## src/rtl/mtq_pkg.sv

```systemverilog
package mtq_pkg;

  localparam logic [3:0] REQ_ENQ          = 4'd0;
  localparam logic [3:0] REQ_PUSH_FRONT   = 4'd1;
  localparam logic [3:0] REQ_DEQ          = 4'd2;
  localparam logic [3:0] REQ_DEQ_ADDR     = 4'd3;
  localparam logic [3:0] REQ_DEQ_TID_ADDR = 4'd4;
  localparam logic [3:0] REQ_PEEK         = 4'd5;
  localparam logic [3:0] REQ_PEEK_TID     = 4'd6;
  localparam logic [3:0] REQ_REMOVE_HEAD  = 4'd7;
  localparam logic [3:0] REQ_REMOVE_ID    = 4'd8;
  localparam logic [3:0] REQ_CNT_ADDR     = 4'd9;
  localparam logic [3:0] REQ_CNT_TID_ADDR = 4'd10;
  localparam logic [3:0] REQ_IS_EMPTY     = 4'd11;
  localparam logic [3:0] REQ_TOTALS       = 4'd12;

  localparam logic [1:0] ST_OK   = 2'd0;
  localparam logic [1:0] ST_MISS = 2'd1;
  localparam logic [1:0] ST_FULL = 2'd2;

  localparam int unsigned CFG_IDX_W = 2;
  localparam logic [CFG_IDX_W-1:0] REG_MAX_DELAY   = 2'd0;
  localparam logic [CFG_IDX_W-1:0] REG_DROP_POLICY = 2'd1;
  localparam logic [CFG_IDX_W-1:0] REG_MAX_PACKETS = 2'd2;

  localparam logic [31:0] MAX_DELAY_RST   = 32'd500000;
  localparam logic [6:0]  MAX_PACKETS_RST = 7'd64;

  localparam logic [1:0]  KIND_NQOS = 2'd1;
  localparam logic [1:0]  KIND_QOS  = 2'd2;
  localparam logic [6:0]  COUNT_SAT = 7'd127;
  localparam logic [21:0] BYTES_SAT = 22'h3FFFFF;

  typedef struct packed {
    logic [3:0]  req_type;
    logic [31:0] now;
    logic [15:0] packet_id;
    logic [47:0] dest_addr;
    logic [1:0]  frame_kind;
    logic [3:0]  tid;
    logic [15:0] byte_size;
  } req_t;

  typedef struct packed {
    logic [1:0]  status;
    logic [15:0] out_packet_id;
    logic [47:0] out_dest_addr;
    logic [1:0]  out_frame_kind;
    logic [3:0]  out_tid;
    logic [15:0] out_byte_size;
    logic [31:0] out_stamp;
    logic [6:0]  match_count;
    logic [21:0] byte_total;
  } rsp_t;

  typedef struct packed {
    logic [47:0] addr;
    logic [15:0] id;
    logic [1:0]  kind;
    logic [3:0]  tid;
    logic [15:0] size;
    logic [31:0] stamp;
  } frame_t;

  typedef enum logic [1:0] {MM_ALL, MM_ADDR, MM_TID, MM_ID} mm_e;
  typedef enum logic [1:0] {MK_NONE, MK_SCAN, MK_ALL, MK_FIRST_STALE} mark_e;
  typedef enum logic [2:0] {
    COP_HOLD, COP_EVAL, COP_MARK, COP_COLLAPSE, COP_HEAD_DEAD, COP_TAIL, COP_PUSH
  } cop_e;

  typedef struct packed {
    cop_e        op;
    mm_e         mm;
    mark_e       mk;
    logic        kill;
    logic [31:0] now;
    logic [31:0] max_delay;
    frame_t      nf;
  } ctl_t;

  // Prefix flags rippled from the head toward the tail.
  typedef struct packed {
    logic cand;
    logic stale;
    logic hole;
  } chain_t;

endpackage

```

## src/rtl/mtq_cell.sv

```systemverilog
module mtq_cell (
  input  logic            clk_i,
  input  logic            rst_ni,
  input  mtq_pkg::ctl_t   ctl_i,
  input  logic            occ_i,
  input  logic            tail_i,
  input  logic            first_i,
  input  mtq_pkg::frame_t left_i,
  input  mtq_pkg::frame_t right_i,
  input  logic            right_dead_i,
  input  mtq_pkg::chain_t chain_i,
  output mtq_pkg::chain_t chain_o,
  output mtq_pkg::frame_t frame_o,
  output logic            dead_o,
  output mtq_pkg::frame_t hit_o,
  output logic            cnt_o,
  output logic [15:0]     rm_size_o
);
  import mtq_pkg::*;

  frame_t frame_q, frame_d;
  logic   dead_q, dead_d, stale_q, stale_d, match_q, match_d;
  logic   cand, first_cand, stale_now, match_now, addr_eq;

  assign cand       = occ_i & ~stale_q & match_q;
  assign first_cand = cand & ~chain_i.cand;

  assign chain_o.cand  = chain_i.cand | cand;
  assign chain_o.stale = chain_i.stale | (occ_i & stale_q);
  assign chain_o.hole  = chain_i.hole | dead_q;

  assign frame_o   = frame_q;
  assign dead_o    = dead_q;
  assign hit_o     = first_cand ? frame_q : '0;
  assign cnt_o     = cand;
  assign rm_size_o = (dead_q & ~chain_i.hole) ? frame_q.size : 16'd0;

  // Expiry bound is formed on 33 bits so it never wraps.
  assign stale_now = {1'b0, ctl_i.now} > ({1'b0, frame_q.stamp} + {1'b0, ctl_i.max_delay});
  assign addr_eq   = (frame_q.addr == ctl_i.nf.addr);

  always_comb begin
    case (ctl_i.mm)
      MM_ALL:  match_now = 1'b1;
      MM_ADDR: match_now = addr_eq & ((frame_q.kind == KIND_NQOS) | (frame_q.kind == KIND_QOS));
      MM_TID:  match_now = addr_eq & (frame_q.kind == KIND_QOS) & (frame_q.tid == ctl_i.nf.tid);
      MM_ID:   match_now = (frame_q.id == ctl_i.nf.id);
      default: match_now = 1'b0;
    endcase
  end

  always_comb begin
    frame_d = frame_q;
    dead_d  = dead_q;
    stale_d = stale_q;
    match_d = match_q;
    case (ctl_i.op)
      COP_EVAL: begin
        stale_d = stale_now;
        match_d = match_now;
      end
      COP_MARK: begin
        case (ctl_i.mk)
          MK_SCAN:        dead_d = (occ_i & stale_q & ~chain_i.cand) | (first_cand & ctl_i.kill);
          MK_ALL:         dead_d = occ_i & stale_q;
          MK_FIRST_STALE: dead_d = occ_i & stale_q & ~chain_i.stale;
          default:        dead_d = 1'b0;
        endcase
      end
      COP_COLLAPSE: begin
        // Everything from the first hole onward moves one place toward the head.
        if (chain_i.hole | dead_q) begin
          frame_d = right_i;
          dead_d  = right_dead_i;
        end
      end
      COP_HEAD_DEAD: dead_d = first_i;
      COP_TAIL: begin
        if (tail_i) begin
          frame_d = ctl_i.nf;
        end
      end
      COP_PUSH: frame_d = left_i;
      default: ;
    endcase
  end

  always_ff @(posedge clk_i or negedge rst_ni) begin
    if (!rst_ni) begin
      dead_q  <= 1'b0;
      stale_q <= 1'b0;
      match_q <= 1'b0;
    end else begin
      dead_q  <= dead_d;
      stale_q <= stale_d;
      match_q <= match_d;
    end
  end

  always_ff @(posedge clk_i) begin
    frame_q <= frame_d;
  end

endmodule

```

## config.mk

```make
export PLATFORM = sky130hd
export DESIGN_NAME = mtq_cell
export DESIGN_NICKNAME = d
export VERILOG_FILES = /design/src/rtl/mtq_pkg.sv /design/src/rtl/mtq_cell.sv
export SDC_FILE = /design/constraint.sdc
export NUM_CORES = 1
export LEC_CHECK = 0
export BUFFER_PORTS_ARGS = -buffer_cell sky130_fd_sc_hd__buf_4
export CAP_MARGIN = 30
export CORE_AREA = 2 2 272 274
export DETAILED_ROUTE_END_ITERATION = 7
export DIE_AREA = 0 0 274 276
export PLACE_DENSITY = 0.41
export SETUP_SLACK_MARGIN = 0.05
export SYNTH_ARGS = -nofsm -noshare
export SYNTH_HDL_FRONTEND = slang
export SYNTH_SLANG_ARGS = --single-unit
```

## constraint.sdc

```tcl
create_clock -name clk_i -period 11.7 [get_ports clk_i]
set_clock_uncertainty 0.1 [all_clocks]
set_input_delay 2.34 -clock clk_i [delete_from_list [all_inputs] [get_ports clk_i]]
set_output_delay 2.34 -clock clk_i [all_outputs]
set_load 0.005 [all_outputs]
```

Word-level counts from Yosys, hierarchy flattened
Cells that the tools add are included.
- input bits: 435
- logic and storage cells: 64
- output and inout bits: 257
- register bits after elaboration: 121
- $add $sub $neg: 1
- multiplexer cells: 9
- eq/ne operators: 19
- magnitude comparators: 1
- reduce and logical (&&, ||, !) cells: 5
- bitwise logic cells: 20
- operator list (operator ; number):
    $mux 118 ; 3
    $pmux 118 s3 ; 1
    $eq 48x48->1 ; 1
    $add 32x32->33 ; 1
    $gt 32x33->1 ; 1
    $eq 16x16->1 ; 1
    $mux 16 ; 1
    $and 1x1->1 ; 11
    $eq 2x2->1 const B ; 5
    $eq 3x3->1 const B ; 3
    $eq 2x1->1 const B ; 3
    $eq 3x2->1 const B ; 2
    $pmux 1 s3 ; 2
    $reduce_bool 3->1 ; 2
    $or 1x1->1 ; 5
    $eq 4x4->1 ; 1
    $ne 2x2->1 const B ; 2
    $not 1->1 ; 4
    $pmux 1 s4 ; 1
    $eq 3x1->1 const B ; 1
    $reduce_and 3->1 ; 1
    $logic_not 2->1 ; 1
    $reduce_and 2->1 ; 1
    $mux 1 ; 1

Longest topological paths before layout
- depth in word-level cells: 8
- depth in mapped cells: 19
- gate-level depth less buffers: 19

Worst setup path after synthesis
No wires, ideal clock.
- path kind: in2reg
- start: in ctl_i[187] (netlist name)
- end: reg frame_q, in the netlist frame_o[0], enable pin
- cell stages on the path: 3
- setup slack: 5416 ps
- buffers on the path: 1
- setup time: 498 ps
- arrival time: 5686 ps
- required time: 11102 ps
- path through: clkbuf_1 > nor2b_1 > a32o_1
- word-level cells in the longest chain between the ends: 3
- elaborated cells between the ends (all ways): 7
- classes of those cells: 5 x eq/ne; 2 x reduce/logical
- ends and longest elaborated chain (item ; RTL line ; source):
    start: declaration ; mtq_cell.sv:4 ; input mtq_pkg::ctl_t ctl_i,
    $eq 3x3->1 / $eq 3x2->1 (equally long branches) ; mtq_cell.sv:57 ; case (ctl_i.op)
    $ne 2x2->1 (no source line) / $reduce_bool 3->1 (equally long branches) ; -- ;
    $reduce_and 3->1 (no source line) * ; -- ;
    end signal: assignment ; mtq_cell.sv:101 ; frame_q <= frame_d;
    end: declaration ; mtq_cell.sv:21 ; frame_t frame_q, frame_d;
Mark *: on every way between the ends. The rest lies on a longest branch, timed or not.
A chain may end at the register's enable or synchronous reset.

==> summary.txt <==
Routing
  • Initial DRC Count: 424
  • DR WL/cell: 19.6 um
  • DRC: 0
  • Router iterations before antenna repair: 5
  • Via density: about 4
  • Via count: 11000
  • Total Wirelength: between 50000 and 60000 um
  • Antenna-violating nets left: 0

Synthesis
  • Register area share after synthesis: 0.377
  • Cell count after synthesis: 1083
  • Net Count, Synth: about 1600
  • Cell variety after synth: 54
  • Synth Register Bits: roughly 120
  • EDFF count, synth: roughly 120
  • Post-Syn Area: 0.00960 sq mm
  • Most common flop cell mapped by yosys: edfxtp_1
  • Asr flop ratio synth: 0.0248
  • YS warnings: 0
  • Syn Area/Cell: between 8 and 9 sq um

Floorplanning
  • Chip Height: ~280 um
  • Core area: 0.0726 sq mm
  • Initial Util: 0.132
  • Die footprint: 0.0756 sq mm
  • I/O Pins: 692
  • Site Rows: between 90 and 100
  • Die X: around 270 um

Pwr
  • Leakage: ~7.6 nW
  • Power Density: 99.0 mW/mm^2
  • Max VDD drop: around 0.084 mV

Worst setup path
  • Critical Path End Type: output port
  • WS Path Type: primary input to output port
  • Worst path required time: just over 9000 ps
  • Crit Path Max Fanout: 68
  • Critical path arrival: 3990 ps
  • Setup crit start kind: primary input

Global routing
  • Initial antenna violation count: 2
  • Largest net degree at the start of global routing: 118
  • Vias in the first global route: 11200
  • First-pass GRT wire length: 75600 um
  • Grt total ovfl: 0
  • Total track usage: 0.136

Clocking
  • Clk root buf: clkbuf_16
  • Bufs on Longest Clock Path: 2
  • CTS sink cnt: around 120
  • Clk_lat worst skew: 460 ps
  • Clk pin slew, worst setup/hold paths: 70 ps
  • Post-cts sizing count: 0
  • CTS buffer count: 17
  • Postcts setup bufs: 0
  • TritonCTS clock tree: yes
  • Hold-fix buffers, CTS: 0
  • Htree depth: 4

Flow run
  • # Max-Cap Violations: 0

Final layout
  • Final #Nets: 2249
  • Fill cells: 8069
  • Post-layout util: 0.227
  • Layout Area Growth over Synthesis: 71.5%
  • Ant. Diodes: 0
  • Share of cells above drive strength 1: 0.424

STA
  • Setup TNS Final: 0 ps
  • Least-Margin Pin Slew: 1230 ps
  • Final setup viols: 0
  • Hold Vio Cnt, Final: 0
  • Max Slew Vio Count: 0
  • Post-layout minimum cycle time: 6430 ps
  • Final worst-path cycle share: 0.549
  • RSZ-0062 raised after global routing: false
  • Fmax: 156 MHz
  • Max_slew headroom: 0.172

Place
  • Routability congestion estimate: 0.865
  • I/O Buffers: between 600 and 700
  • DP Wirelength: 43700 um

Run status
  • Status: finished, final reports clean

Hold path
  • Hold Crit Class: flop to flop
==> area by class of cell <==
class / count / area [sq um] / share of cell area
Inverter: 15 / 56.3 / 0.00342
Multi-Input combinational cell: 891 / 5750 / 0.349
Clock inverter: 15 / 130 / 0.00791
Sequential cell: 121 / 3620 / 0.220
Clock buffer: 17 / 425 / 0.0258
Timing Repair Buffer: 702 / 5280 / 0.321
Tap cell: 959 / 1200 / 0.0729
==> logic make-up (layout without fill, tap and decap cells) <==
group | after synthesis | in the layout | synth area share
buffers and inverters | 71 | 749 | 0.0278
xor gates and xnor gates | 96 | 96 | 0.0876
DFF | 121 | 121 | 0.377
AOI/OAI and AO/OA | 238 | 238 | 0.174
muxes | 1 | 1 | 0.00104
adders and majority gates | 66 | 66 | 0.0868
and+or+nand+nor | 490 | 490 | 0.246
==> path summary, 6_finish.rpt <==
| path | from | to | slack [ps] | depth (start not counted) |
|---|---|---|---|---|
| setup / recovery | occ_i | hit_o[76] | 5270 | 8 |
| hold / removal | match_q | match_q | 420 | 2 |
| setup reg to reg | frame_o[0] | stale_q | 7130 | 16 |
| hold reg to reg | match_q | match_q | 420 | 2 |
| max in group asynchronous | rst_ni | stale_q | 9810 | 1 |
| min in group asynchronous | rst_ni | match_q | 1570 | 1 |
==> layout by cell type, fill, tap and decap left out, types with 4 or more instances in the layout <==
cell	netlist	final
edfxtp_1	118	118
clkbuf_16	0	17
a22oi_1	118	118
o211ai_1	4	4
nand2_1	257	257
nor4_1	9	9
a21o_1	16	16
xor2_1	18	18
xnor2_1	78	78
o21a_1	5	5
nand4_1	24	24
ha_1	65	65
inv_6	0	7
and2_1	136	136
a21oi_1	41	41
nor2_1	26	24
inv_1	15	15
nor2b_1	5	5
nand3_1	9	9
buf_4	0	701
o21bai_1	4	4
nor3_1	5	5
nand2b_1	5	5
o21ai_0	21	21
==> worst max-delay path: stages <==
cell and delay (ps):
buf_4 100, nand2_1 50, or2_2 330, nor2_4 80, buf_4 400, buf_12 270, and2_1 190, buf_4 110
==> per-layer routing <==
metal  GRT usage  wire (um)
met3      0.0353       3570
met2       0.249      28000
met5           0          0
met1       0.156      21000
met4      0.0297        713
==> synthesized netlist by cell type, drive strengths merged (3+ instances only) <==
library cell | count | area [sq um]
nand2 | 257 | 965
and2 | 136 | 851
a22oi | 118 | 886
edfxtp | 118 | 3540
xnor2 | 78 | 683
ha | 65 | 813
clkbuf | 55 | 206
a21oi | 43 | 223
nor2 | 26 | 97.6
nand4 | 24 | 150
o21ai | 22 | 110
xor2 | 18 | 158
a21o | 16 | 120
inv | 15 | 56.3
nand3 | 9 | 45.0
nor4 | 9 | 56.3
nand2b | 5 | 31.3
nor2b | 5 | 31.3
nor3 | 5 | 25.0
o21a | 5 | 37.5
o211ai | 4 | 30.0
o21bai | 4 | 30.0
a2111oi | 3 | 26.3
a211oi | 3 | 32.5
and4 | 3 | 26.3
dfrtp | 3 | 75.1
o31a | 3 | 26.3
==> registers in the layout, indices dropped and copies added (netlist names) <==
signal / flops
match_q: 1
stale_q: 1
dead_o: 1
frame_o: 118
==> metrics by stage <==
stage,cell area [sq um],setup slack [ps],hold slack [ps],power (mW),std cells
after global routing,16500,5170,485,1.73,2720
after global placement,15900,5040,440,1.10,2686
after detailed placement,15900,5140,427,1.11,2687
after CTS,16400,5130,444,1.66,2719
after floorplan,9600,5420,372,0.804,1083
final,16500,5270,421,1.63,2720
==> power by group <==
group          switching [mW]  leakage (nW)  internal [mW]  total, mW
Combinational           0.252          6.20          0.275      0.527
Sequential             0.0425          1.15          0.523      0.565
Clock                   0.259         0.265          0.279      0.537
Total                   0.553          7.62           1.08       1.63
Power figures use the tool's default switching activity.
